--- src/rtl/atl_pkg.sv ---
`default_nettype none

package atl_pkg;

    localparam int FIELD_W  = 16;
    localparam int CHAR_W   = 8;
    localparam int Q_DEPTH  = 4;
    localparam int Q_PTR_W  = $clog2(Q_DEPTH);
    localparam int Q_CNT_W  = $clog2(Q_DEPTH + 1);

    localparam logic [CHAR_W-1:0] CH_NUL    = 8'd0;
    localparam logic [CHAR_W-1:0] CH_LF     = 8'd10;
    localparam logic [CHAR_W-1:0] CH_AT     = 8'h40;
    localparam logic [CHAR_W-1:0] CH_DOLLAR = 8'h24;
    localparam logic [CHAR_W-1:0] CH_SEMI   = 8'h3B;

    typedef enum logic [2:0] {
        KIND_EOL     = 3'd0,
        KIND_INTEGER = 3'd1,
        KIND_IDENT   = 3'd2,
        KIND_LABEL   = 3'd3,
        KIND_EOF     = 3'd4
    } t_kind;

    typedef enum logic [2:0] {
        ST_IDLE,
        ST_IDENT,
        ST_INTEGER,
        ST_HEX,
        ST_LABEL,
        ST_COMMENT
    } t_scan;

    // results of one byte: a token, optionally followed by an end of line
    typedef struct packed {
        t_kind              kind;
        logic [FIELD_W-1:0] value;
        logic [FIELD_W-1:0] start;
        logic [FIELD_W-1:0] length;
        logic [FIELD_W-1:0] line;
        logic [FIELD_W-1:0] eol_start;
        logic               two;
    } t_rec;

    typedef struct packed {
        t_kind              kind;
        logic [FIELD_W-1:0] value;
        logic [FIELD_W-1:0] start;
        logic [FIELD_W-1:0] length;
        logic [FIELD_W-1:0] line;
        logic               last;
    } t_token;

    function automatic logic is_digit(input logic [CHAR_W-1:0] c);
        return (c >= 8'h30) && (c <= 8'h39);
    endfunction

    function automatic logic is_letter(input logic [CHAR_W-1:0] c);
        return ((c >= 8'h41) && (c <= 8'h5A)) || ((c >= 8'h61) && (c <= 8'h7A));
    endfunction

    function automatic logic is_hex(input logic [CHAR_W-1:0] c);
        return is_digit(c) || ((c >= 8'h41) && (c <= 8'h46)) ||
               ((c >= 8'h61) && (c <= 8'h66));
    endfunction

    function automatic logic [3:0] hex_val(input logic [CHAR_W-1:0] c);
        logic [CHAR_W-1:0] d;
        d = 8'h00;
        if (is_digit(c)) begin
            d = c - 8'h30;
        end else if ((c >= 8'h41) && (c <= 8'h46)) begin
            d = c - 8'h37;
        end else begin
            d = c - 8'h57;
        end
        return d[3:0];
    endfunction

endpackage

`default_nettype wire

--- src/rtl/atl_front.sv ---
`default_nettype none

module atl_front (
    input  wire                         i_clk,
    input  wire                         i_rst_n,
    input  wire                         i_valid,
    output logic                        o_ready,
    input  wire  [atl_pkg::CHAR_W-1:0]  i_char,
    input  wire                         i_full,
    output logic                        o_push,
    output atl_pkg::t_rec               o_rec
);
    import atl_pkg::*;

    t_scan              r_state, n_state;
    logic [FIELD_W-1:0] r_pos, n_pos;
    logic [FIELD_W-1:0] r_start, n_start;
    logic [FIELD_W-1:0] r_cnt, n_cnt;
    logic [FIELD_W-1:0] r_line, n_line;
    logic [FIELD_W-1:0] r_acc, n_acc;

    logic accept;
    logic close;
    logic rescan;

    assign o_ready = !i_full;
    assign accept  = i_valid && !i_full;

    always_ff @(posedge i_clk) begin
        if (!i_rst_n) begin
            r_state <= ST_IDLE;
            r_pos   <= '0;
            r_start <= '0;
            r_cnt   <= '0;
            r_line  <= FIELD_W'(1);
            r_acc   <= '0;
        end else begin
            r_state <= n_state;
            r_pos   <= n_pos;
            r_start <= n_start;
            r_cnt   <= n_cnt;
            r_line  <= n_line;
            r_acc   <= n_acc;
        end
    end

    always_comb begin
        n_state = r_state;
        n_pos   = r_pos;
        n_start = r_start;
        n_cnt   = r_cnt;
        n_line  = r_line;
        n_acc   = r_acc;
        close   = 1'b0;
        rescan  = 1'b0;
        o_push  = 1'b0;
        o_rec   = '0;
        if (accept) begin
            if (i_char == CH_NUL) begin
                o_rec.kind  = KIND_EOF;
                o_rec.start = r_pos;
                o_rec.line  = r_line;
                o_push      = 1'b1;
                n_state     = ST_IDLE;
            end else begin
                case (r_state)
                    ST_IDENT, ST_LABEL: begin
                        if (is_digit(i_char) || is_letter(i_char)) begin
                            n_pos = r_pos + 1'b1;
                            n_cnt = r_cnt + 1'b1;
                        end else begin
                            close  = 1'b1;
                            rescan = 1'b1;
                        end
                    end
                    ST_INTEGER: begin
                        if (is_digit(i_char)) begin
                            n_acc = (r_acc << 3) + (r_acc << 1)
                                  + FIELD_W'(i_char - 8'h30);
                            n_pos = r_pos + 1'b1;
                            n_cnt = r_cnt + 1'b1;
                        end else begin
                            close  = 1'b1;
                            rescan = 1'b1;
                        end
                    end
                    ST_HEX: begin
                        if (is_hex(i_char)) begin
                            n_acc = {r_acc[FIELD_W-5:0], hex_val(i_char)};
                            n_pos = r_pos + 1'b1;
                            n_cnt = r_cnt + 1'b1;
                        end else begin
                            close  = 1'b1;
                            rescan = 1'b1;
                        end
                    end
                    ST_COMMENT: begin
                        if (i_char != CH_LF) begin
                            n_pos = r_pos + 1'b1;
                        end else begin
                            rescan = 1'b1;
                        end
                    end
                    default: begin
                        rescan = 1'b1;
                    end
                endcase

                if (close) begin
                    case (r_state)
                        ST_IDENT: o_rec.kind = KIND_IDENT;
                        ST_LABEL: o_rec.kind = KIND_LABEL;
                        default:  o_rec.kind = KIND_INTEGER;
                    endcase
                    o_rec.value  = ((r_state == ST_INTEGER) || (r_state == ST_HEX)) ?
                                   r_acc : '0;
                    o_rec.start  = r_start;
                    o_rec.length = r_cnt;
                    o_rec.line   = r_line;
                    o_push       = 1'b1;
                end

                if (rescan) begin
                    n_state = ST_IDLE;
                    n_cnt   = '0;
                    n_start = r_pos;
                    n_pos   = r_pos + 1'b1;
                    if (is_letter(i_char)) begin
                        n_cnt   = FIELD_W'(1);
                        n_state = ST_IDENT;
                    end else if (is_digit(i_char)) begin
                        n_cnt   = FIELD_W'(1);
                        n_acc   = FIELD_W'(i_char - 8'h30);
                        n_state = ST_INTEGER;
                    end else if (i_char == CH_LF) begin
                        n_cnt  = FIELD_W'(1);
                        n_line = r_line + 1'b1;
                        o_push = 1'b1;
                        if (close) begin
                            o_rec.two       = 1'b1;
                            o_rec.eol_start = r_pos;
                        end else begin
                            o_rec.kind   = KIND_EOL;
                            o_rec.value  = '0;
                            o_rec.start  = r_pos;
                            o_rec.length = FIELD_W'(1);
                            o_rec.line   = r_line;
                        end
                    end else if (i_char == CH_AT) begin
                        n_acc   = '0;
                        n_start = r_pos + 1'b1;
                        n_state = ST_LABEL;
                    end else if (i_char == CH_DOLLAR) begin
                        n_acc   = '0;
                        n_state = ST_HEX;
                    end else if (i_char == CH_SEMI) begin
                        n_state = ST_COMMENT;
                    end
                end
            end
        end
    end

`ifndef SYNTHESIS
    a_eof_to_idle: assert property (@(posedge i_clk) disable iff (!i_rst_n)
        (accept && (i_char == CH_NUL)) |=> (r_state == ST_IDLE && $stable(r_pos)))
        else $error("end of input left scanner busy or moved offset");

    a_line_on_lf: assert property (@(posedge i_clk) disable iff (!i_rst_n)
        !(accept && (i_char == CH_LF)) |=> $stable(r_line))
        else $error("line counter moved without newline");

    a_no_push_full: assert property (@(posedge i_clk) disable iff (!i_rst_n)
        i_full |-> !o_push)
        else $error("push into full queue");
`endif

endmodule

`default_nettype wire

--- src/rtl/atl_queue.sv ---
`default_nettype none

module atl_queue (
    input  wire             i_clk,
    input  wire             i_rst_n,
    input  wire             i_push,
    input  atl_pkg::t_rec   i_rec,
    output logic            o_full,
    input  wire             i_pop,
    output atl_pkg::t_rec   o_rec,
    output logic            o_empty
);
    import atl_pkg::*;

    t_rec               r_mem [Q_DEPTH];
    logic [Q_PTR_W-1:0] r_wr, n_wr;
    logic [Q_PTR_W-1:0] r_rd, n_rd;
    logic [Q_CNT_W-1:0] r_cnt, n_cnt;
    logic               do_push;
    logic               do_pop;

    assign o_full  = (r_cnt == Q_CNT_W'(Q_DEPTH));
    assign o_empty = (r_cnt == '0);
    assign do_push = i_push && !o_full;
    assign do_pop  = i_pop && !o_empty;
    assign o_rec   = r_mem[r_rd];

    always_comb begin
        n_wr  = do_push ? r_wr + 1'b1 : r_wr;
        n_rd  = do_pop ? r_rd + 1'b1 : r_rd;
        n_cnt = r_cnt + Q_CNT_W'(do_push) - Q_CNT_W'(do_pop);
    end

    always_ff @(posedge i_clk) begin
        if (!i_rst_n) begin
            r_wr  <= '0;
            r_rd  <= '0;
            r_cnt <= '0;
        end else begin
            r_wr  <= n_wr;
            r_rd  <= n_rd;
            r_cnt <= n_cnt;
        end
    end

    always_ff @(posedge i_clk) begin
        if (do_push) begin
            r_mem[r_wr] <= i_rec;
        end
    end

`ifndef SYNTHESIS
    a_cnt_range: assert property (@(posedge i_clk) disable iff (!i_rst_n)
        r_cnt <= Q_CNT_W'(Q_DEPTH))
        else $error("queue count out of range");
`endif

endmodule

`default_nettype wire

--- src/rtl/atl_back.sv ---
`default_nettype none

module atl_back (
    input  wire             i_clk,
    input  wire             i_rst_n,
    input  wire             i_empty,
    input  atl_pkg::t_rec   i_rec,
    output logic            o_pop,
    output logic            o_valid,
    input  wire             i_ready,
    output atl_pkg::t_token o_token
);
    import atl_pkg::*;

    logic               r_valid, n_valid;
    logic               r_pend, n_pend;
    t_token             r_tok, n_tok;
    logic [FIELD_W-1:0] r_pend_start, n_pend_start;
    logic [FIELD_W-1:0] r_pend_line, n_pend_line;
    logic               load;

    assign o_valid = r_valid;
    assign o_token = r_tok;
    assign load    = !r_valid || i_ready;

    always_comb begin
        n_valid      = r_valid;
        n_pend       = r_pend;
        n_tok        = r_tok;
        n_pend_start = r_pend_start;
        n_pend_line  = r_pend_line;
        o_pop        = 1'b0;
        if (load) begin
            if (r_pend) begin
                // trailing end of line from the same byte
                n_tok.kind   = KIND_EOL;
                n_tok.value  = '0;
                n_tok.start  = r_pend_start;
                n_tok.length = FIELD_W'(1);
                n_tok.line   = r_pend_line;
                n_tok.last   = 1'b1;
                n_valid      = 1'b1;
                n_pend       = 1'b0;
            end else if (!i_empty) begin
                o_pop        = 1'b1;
                n_tok.kind   = i_rec.kind;
                n_tok.value  = i_rec.value;
                n_tok.start  = i_rec.start;
                n_tok.length = i_rec.length;
                n_tok.line   = i_rec.line;
                n_tok.last   = !i_rec.two;
                n_valid      = 1'b1;
                n_pend       = i_rec.two;
                n_pend_start = i_rec.eol_start;
                n_pend_line  = i_rec.line;
            end else begin
                n_valid = 1'b0;
            end
        end
    end

    always_ff @(posedge i_clk) begin
        if (!i_rst_n) begin
            r_valid <= 1'b0;
            r_pend  <= 1'b0;
        end else begin
            r_valid <= n_valid;
            r_pend  <= n_pend;
        end
    end

    always_ff @(posedge i_clk) begin
        r_tok        <= n_tok;
        r_pend_start <= n_pend_start;
        r_pend_line  <= n_pend_line;
    end

`ifndef SYNTHESIS
    a_pend_has_first: assert property (@(posedge i_clk) disable iff (!i_rst_n)
        r_pend |-> (r_valid && !r_tok.last))
        else $error("pending end of line without its first token");
`endif

endmodule

`default_nettype wire

--- src/rtl/assembler_token_lexer_core.sv ---
// assembler token scanner
// slave channel: one source byte per transfer in s_tdata; byte 0 ends the
// input, byte 10 is a newline. master channel: one token per transfer,
// kind in m_tuser, value/start/length/line in m_tdata, m_tlast on the
// final token that a byte causes (a byte gives none, one or two tokens).
// a byte is taken every cycle while the four-entry token queue has room;
// s_tready falls only when the queue is full.
// path: a token is written into the queue when the byte that causes it is
// taken, then loaded into the output register and offered on the master
// channel; a trailing end of line follows as the next output token.
// throughput: one byte per cycle in while the queue has room, one token
// per cycle out while the receiver is ready; a newline that closes a token gives two.
// when the receiver stalls the output register holds its token and the
// queue fills, after which the input channel is held off.
// reset clears the scan state, offsets and queue; the line counter
// restarts at one.
`default_nettype none

module assembler_token_lexer_core (
    input  wire                         i_clk,
    input  wire                         i_rst_n,
    input  wire                         i_s_tvalid,
    output logic                        o_s_tready,
    input  wire  [atl_pkg::CHAR_W-1:0]  i_s_tdata,   // char_code
    output logic                        o_m_tvalid,
    input  wire                         i_m_tready,
    output logic [4*atl_pkg::FIELD_W-1:0] o_m_tdata, // value, start, length, line
    output logic [2:0]                  o_m_tuser,   // token_kind
    output logic                        o_m_tlast    // last_of_run
);
    import atl_pkg::*;

    logic   push;
    logic   full;
    logic   pop;
    logic   empty;
    t_rec   front_rec;
    t_rec   head_rec;
    t_token tok;

    atl_front u_front (
        .i_clk   (i_clk),
        .i_rst_n (i_rst_n),
        .i_valid (i_s_tvalid),
        .o_ready (o_s_tready),
        .i_char  (i_s_tdata),
        .i_full  (full),
        .o_push  (push),
        .o_rec   (front_rec)
    );

    atl_queue u_queue (
        .i_clk   (i_clk),
        .i_rst_n (i_rst_n),
        .i_push  (push),
        .i_rec   (front_rec),
        .o_full  (full),
        .i_pop   (pop),
        .o_rec   (head_rec),
        .o_empty (empty)
    );

    atl_back u_back (
        .i_clk   (i_clk),
        .i_rst_n (i_rst_n),
        .i_empty (empty),
        .i_rec   (head_rec),
        .o_pop   (pop),
        .o_valid (o_m_tvalid),
        .i_ready (i_m_tready),
        .o_token (tok)
    );

    assign o_m_tdata = {tok.line, tok.length, tok.start, tok.value};
    assign o_m_tuser = tok.kind;
    assign o_m_tlast = tok.last;

endmodule

`default_nettype wire
--- config.mk ---
export PLATFORM = sky130hd
export DESIGN_NAME = assembler_token_lexer_core
export DESIGN_NICKNAME = d
export VERILOG_FILES = /design/src/rtl/atl_pkg.sv /design/src/rtl/atl_front.sv /design/src/rtl/atl_queue.sv /design/src/rtl/atl_back.sv /design/src/rtl/assembler_token_lexer_core.sv
export SDC_FILE = /design/constraint.sdc
export NUM_CORES = 1
export LEC_CHECK = 0
export BUFFER_PORTS_ARGS = -buffer_cell sky130_fd_sc_hd__buf_2
export CAP_MARGIN = 40
export CORE_MARGIN = 3
export CORE_UTILIZATION = 65
export CTS_BUF_LIST = sky130_fd_sc_hd__clkbuf_4 sky130_fd_sc_hd__clkbuf_8 sky130_fd_sc_hd__clkbuf_16
export DETAILED_ROUTE_END_ITERATION = 8
export GPL_TIMING_DRIVEN = 0
export PLACE_DENSITY = 0.83
export REMOVE_ABC_BUFFERS = 1
export SLEW_MARGIN = 20
export SYNTH_ARGS = -nofsm -noshare
export SYNTH_HDL_FRONTEND = slang
export SYNTH_SLANG_ARGS = --single-unit
--- constraint.sdc ---
create_clock -name i_clk -period 13 [get_ports i_clk]
set_clock_uncertainty 0.1 [all_clocks]
set_input_delay 0.65 -clock i_clk [delete_from_list [all_inputs] [get_ports i_clk]]
set_output_delay 0.65 -clock i_clk [all_outputs]
set_load 0.02 [all_outputs]
After elaboration in Yosys (flattened, before gate mapping)
Memories as Yosys holds them, arrays and structs flattened. A register that Yosys moved wholly into a read port is not among the register bits.
Cells that the tools add are included.
- bits in writable memories: 336
- memories: 1
- output and inout bits: 70
- input bits: 12
- register bits: 192
- memories (memory ; depth ; bits a word ; rd ports ; clocked after memory_dff ; wr ports ; line ; RTL):
    u_queue.r_mem ; 4 ; 84 ; 1 ; 1 ; 1 ; atl_queue.sv:15 ; t_rec r_mem [Q_DEPTH];
- bitwise operators: 5
- $add $sub $neg: 13
- reduce and logical (&&, ||, !) cells: 32
- multiplexer cells: 82
- order comparisons: 8
- equal/unequal tests: 16
- operators with widths (cell ; number):
    16-bit two-way mux ; 28
    84-bit two-way mux ; 5
    67-bit two-way mux ; 2
    68-bit two-way mux ; 1
    16-bit case mux with 4 select lines ; 1
    49-bit two-way mux ; 1
    16-bit by 1-bit adder with 16-bit output, second input constant ; 3
    16-bit case mux with 3 select lines ; 1
    17-bit two-way mux ; 2
    16-bit adder ; 2
    8-bit by 7-bit <= comparator with 1-bit output, second input constant ; 4
    16-bit case mux with 2 select lines ; 1
    3-bit two-way mux ; 9
    1-bit two-way mux ; 24
    8-bit by 6-bit equality test with 1-bit output, second input constant ; 2
    8-bit by 7-bit >= comparator with 1-bit output, second input constant ; 2
    6-bit AND reduction ; 2
    3-bit equality test, second input constant ; 3
    8-bit by 6-bit subtractor with 9-bit output, second input constant ; 1
    8-bit by 4-bit equality test with 1-bit output, second input constant ; 1
    8-bit by 7-bit equality test with 1-bit output, second input constant ; 1
    8-bit by 6-bit >= comparator with 1-bit output, second input constant ; 1
    8-bit by 6-bit <= comparator with 1-bit output, second input constant ; 1
    1-bit logical AND ; 8
    29 further kinds ; 50

Logic depth before layout (Yosys ltp)
- word-level depth: 18
- mapped depth: 15
- depth with buffers taken out: 14

Modules after synthesis
From an unflattened synthesis, not the netlist that was laid out.
- cell total of the unflattened synthesis: 1449
- area total of the unflattened synthesis: 22701.8 µm²
- modules (own cells, without submodules) (module ; cells an instance ; times used ; seq. area each (µm²) ; area each (µm²)):
    atl_queue ; 488 ; 1 ; 10269.8 ; 12594.6
    atl_front ; 774 ; 1 ; 1661.6 ; 6203.4
    atl_back ; 187 ; 1 ; 3042.9 ; 3903.7

Worst setup path after synthesis
Ideal clock, no wire load.
- path kind: input to register
- start: input i_s_tdata[1] in the netlist's numbering
- end: memory u_queue.r_mem[0][0] in the netlist's numbering, enable pin
- arrival time: 4952 ps
- setup time: 452 ps
- buffers on the path: 3
- setup slack: 7496 ps
- data required time: 12448 ps
- stages: 12
- cell sequence: buf_2 inv_1 ha_1 or4b_1 a311oi_2 o21bai_1 a21o_1 buf_6 a31oi_4 a21oi_4 clkbuf_1 and2_1
- word-level cells in the longest chain between the ends: 18
- elaborated cells on any way between the ends: 40
- RTL lines (item ; line ; RTL):
    from (decl) ; assembler_token_lexer_core.sv:24 ; input wire [atl_pkg::CHAR_W-1:0] i_s_tdata,
    8-bit by 6-bit >= comparator with 1-bit output (tied with other cells) ; atl_pkg.sv:55 ; return (c >= 8'h30) && (c <= 8'h39);
    1-bit logical AND (on tied branches) ; atl_pkg.sv:55, atl_pkg.sv:59, atl_pkg.sv:63 ;
    1-bit logical OR (on tied branches) ; atl_pkg.sv:63, atl_pkg.sv:59 ;
    1-bit logical OR (on tied branches) ; atl_pkg.sv:63, atl_front.sv:68 ;
    1-bit two-way mux (on tied branches) ; atl_front.sv:88, atl_front.sv:68 ;
    1-bit case mux with 3 select lines ; atl_front.sv:66 ; case (r_state)
    1-bit two-way mux ; atl_front.sv:59 ; if (i_char == CH_NUL) begin
    1-bit two-way mux ; atl_front.sv:58 ; if (accept) begin
    [2 not listed] ; - ;
    1-bit two-way mux ; atl_front.sv:131 ; end else if (is_digit(i_char)) begin
    1-bit two-way mux ; atl_front.sv:128 ; if (is_letter(i_char)) begin
    1-bit two-way mux ; atl_front.sv:123 ; if (rescan) begin
    1-bit two-way mux (*) ; atl_front.sv:59 ;
    1-bit two-way mux (*) ; atl_front.sv:58 ;
    1-bit logical AND (*) ; atl_queue.sv:24 ; assign do_push = i_push && !o_full;
    1-bit two-way mux (*) ; atl_queue.sv:47 ; if (do_push) begin
    1-bit two-way mux (not written as such) (*) ; atl_queue.sv:48 ; r_mem[r_wr] <= i_rec;
    to (decl) ; atl_queue.sv:15 ;
Every way passes the cells marked *; elsewhere a longest branch is shown, timed or not. The select of a mux whose other input is x is not followed.

Worst setup path in the final report
- start: input i_s_tdata[1] in the netlist's numbering
- end: memory u_queue.r_mem[3][68] in the netlist's numbering, enable pin
Same word-level chain as after synthesis.

==> results.json <==
{
  "worst_path_max_delay_cell": "a21oi_4",
  "total_power_mw": 4.80,
  "port_buffers": 81,
  "crit_top_cell": "buf_12",
  "drt_pass1_iterations": 6,
  "ys_ff_latch": 530,
  "hold_viol_final": 0,
  "post-dp-hpwl_um": 28000,
  "outcome": "complete, no violations",
  "worstPathCellList": "buf_2, inv_1, ha_1, or4b_1, a311oi_2, o21bai_1, a21o_1, a31oi_4, a21oi_4, and2_4, buf_12, buf_12",
  "antenna_cells": 0,
  "drv_cap": 0,
  "crit_fanout": 34,
  "fin_crit_sh_pct": 36.1,
  "rsz0062_at_grt": "no",
  "finalWeightedCongestion": 0.845,
  "synth_enable_flop_cells": 436,
  "pwr-share-clk_pct": 32.8,
  "synth_top_area_share_pct": 58.4,
  "crit_required_ns": 13.17,
  "post-route-drc-count": 0,
  "fillers": 1937,
  "routed_wl_um": 47100,
  "critPathCaptureType": "register",
  "antenna_found_initial": 0,
  "vias": 12900,
  "syn_to_final_growth_pct": 13.6,
  "design_area_um2": 25500,
  "clkSinkCount": 530,
  "die_h_um": 192,
  "ys_seq_area_share_pct": 66.8,
  "cp_data_arrival_time_ns": 4.86,
  "max_slew_margin_pct": 40.5,
  "cts-root-buf": "clkbuf_16",
  "yosysWarnings": 0,
  "avgRoutedWirePerCell_um": 23.2,
  "postCtsSetupRepairBufs": 0,
  "ys_types": 79,
  "min_from": "i_m_tready",
  "cts_resized": 0,
  "die_w_um": 192,
  "overflow": 0,
  "final_core_util_pct": 75.3,
  "dpl_cell_area_um2": 23600,
  "intPower_mw": 3.47,
  "synth_area_leaders": "edfxtp_1, mux4_2, dfxtp_1",
  "worst_pin_slew_ns": 0.892,
  "cts.clk_slew.worst_paths_ns": 0.07,
  "synthArstFlopShare_pct": 0,
  "fin_crit_ns": 4.69,
  "synthCells": 1455,
  "drt_iter0_drc": 1148,
  "p_per_area_nw_per_um2": 189,
  "r2r_setup_slack_ns": 9.16,
  "grt_max_degree": 47,
  "avgSynthCellArea_um2": 15.4,
  "setup_tns_ns": 0,
  "rows": 67,
  "grt_pass1_wl_um": 74000,
  "combPwrFrac_pct": 21.4,
  "hold_buffers": 0,
  "via_per_inst": 6.37,
  "start_util_pct": 66.3,
  "nNetsFinal": 1599,
  "yosysTopAreaCell": "edfxtp_1",
  "synth-main-ff-cell": "edfxtp_1",
  "max-clock-path-buffers": 3,
  "ant_nets": 0,
  "power.switching_mw": 1.33,
  "irDropWorstVdd_v": 0.000129,
  "clk_latency_ns": 0.60,
  "dieArea_um2": 36700,
  "power.leakage_nw": 9.26,
  "setup_viol": 0,
  "layout-drive-gt1-share_pct": 22.2,
  "r2r_start": "u_front.r_state[0]",
  "pwr-share-seq_pct": 45.9,
  "switching_share_pct": 27.7,
  "syn_area_um2": 22400,
  "synthTopCellsByCount": "edfxtp_1, dfxtp_1, nor2_1",
  "drv_slew": 0,
  "grt_pass1_vias": 13200,
  "cts_max_level": 2,
  "grt_usage_pct": 26.3,
  "max_stage_delay_ns": 0.65,
  "hp-class": "in2reg",
  "startpoint_type": "primary input",
  "cts_tree": "done",
  "cts_buffers": 51,
  "design.core.area_um2": 33800,
  "startpoint": "i_s_tdata[1]",
  "yosysMostFrequentCell": "edfxtp_1",
  "pin_count": 82,
  "path_class": "in2reg",
  "max_freq_ghz": 0.213
}
==> power groups by stage <==
| stage | Clock [mW] | Sequential [mW] | Combinational (mW) |
|---|---|---|---|
| 3_5_place_dp | 0 | 2.24 | 1.02 |
| 6_report | 1.57 | 2.20 | 1.03 |
| 2_1_floorplan | 0 | 2.42 | 0.492 |
| 4_1_cts | 1.59 | 2.20 | 1.03 |
| 5_1_grt | 1.66 | 2.22 | 1.10 |
| 3_3_place_gp | 0 | 2.33 | 0.889 |
==> per-stage QoR <==
stage / std cells / hold WS, ns / setup WS, ns
2_1_floorplan: 1374 / 0.369 / 7.55
3_3_place_gp: 1903 / 0.376 / 4.66
3_5_place_dp: 1933 / 0.394 / 7.76
4_1_cts: 2028 / 0.312 / 8.35
5_1_grt: 2030 / 0.348 / 8.08
6_report: 2030 / 0.340 / 8.31
==> final cells by class <==
class | count | area [µm²] | share of cell area, %
clock buffers | 71 | 1490 | 5.86
clock inverters | 24 | 319 | 1.25
inverters | 42 | 158 | 0.619
multi-input cells | 802 | 6970 | 27.4
flip-flops and latches | 530 | 15000 | 58.9
well taps | 448 | 561 | 2.20
repair buffers | 113 | 968 | 3.80
==> cells in the final DEF (no fill, tap or decap), types with 33 or more instances in the layout <==
| master | synthesis | layout |
|---|---|---|
| nor2b_1 | 39 | 38 |
| dfxtp_1 | 94 | 91 |
| mux2_2 | 33 | 33 |
| ha_1 | 33 | 33 |
| o21ai_0 | 34 | 34 |
| nand2_1 | 53 | 53 |
| and2_1 | 41 | 37 |
| nor2_1 | 87 | 85 |
| a21oi_1 | 42 | 42 |
| mux4_2 | 84 | 84 |
| buf_2 | 12 | 82 |
| xor2_1 | 45 | 45 |
| inv_1 | 42 | 41 |
| clkbuf_16 | 0 | 54 |
| edfxtp_1 | 436 | 436 |
==> metal layers <==
layer  part of all wire [%]  track usage (%)  wire, µm
met5                      0                0         0
met4                    3.4             10.3      1620
met3                    5.7             3.80      2680
met2                     51             44.7     24100
met1                     40             34.8     18700
==> critical path: cells and delay by family <==
family	cells	cell delay (ns)
buffers and inverters	4	0.90
AO/OA/AOI/OAI	5	1.98
adder cells (fa/ha/maj)	1	0.20
AND/OR/NAND/NOR	2	1.07
==> registers in the layout, summed over array words and instances, names as in the netlist, named ones only <==
name and count:
u_front.r_line 16, u_queue.r_wr 2, u_back.r_pend 1, u_front.r_acc 16, u_back.r_pend_line 16, u_back.o_valid 1
u_front.r_state 3, u_queue.r_mem 336, u_back.r_pend_start 16, u_front.r_pos 16, u_queue.r_rd 2, u_front.r_cnt 16
u_front.r_start 16, u_back.o_token 68, u_queue.r_cnt 3
==> kinds of logic after synthesis <==
family,synth area share (%)
AOI/OAI and AO/OA,5.90
xor gates and xnor gates,3.01
adders and majority gates,3.09
buffers and inverters,2.23
DFF,66.8
muxes,10.2
and+or+nand+nor,8.70
==> worst paths after layout <==
| path | to | cells after the start |
|---|---|---|
| worst max-delay path | u_queue.r_mem[3][68] | 12 |
| worst min-delay path | u_back.o_valid | 4 |
| worst max register to register | u_queue.r_mem[3][68] | 9 |
| worst min register to register | u_front.r_acc[4] | 1 |
(Power assumes the default switching activity.)
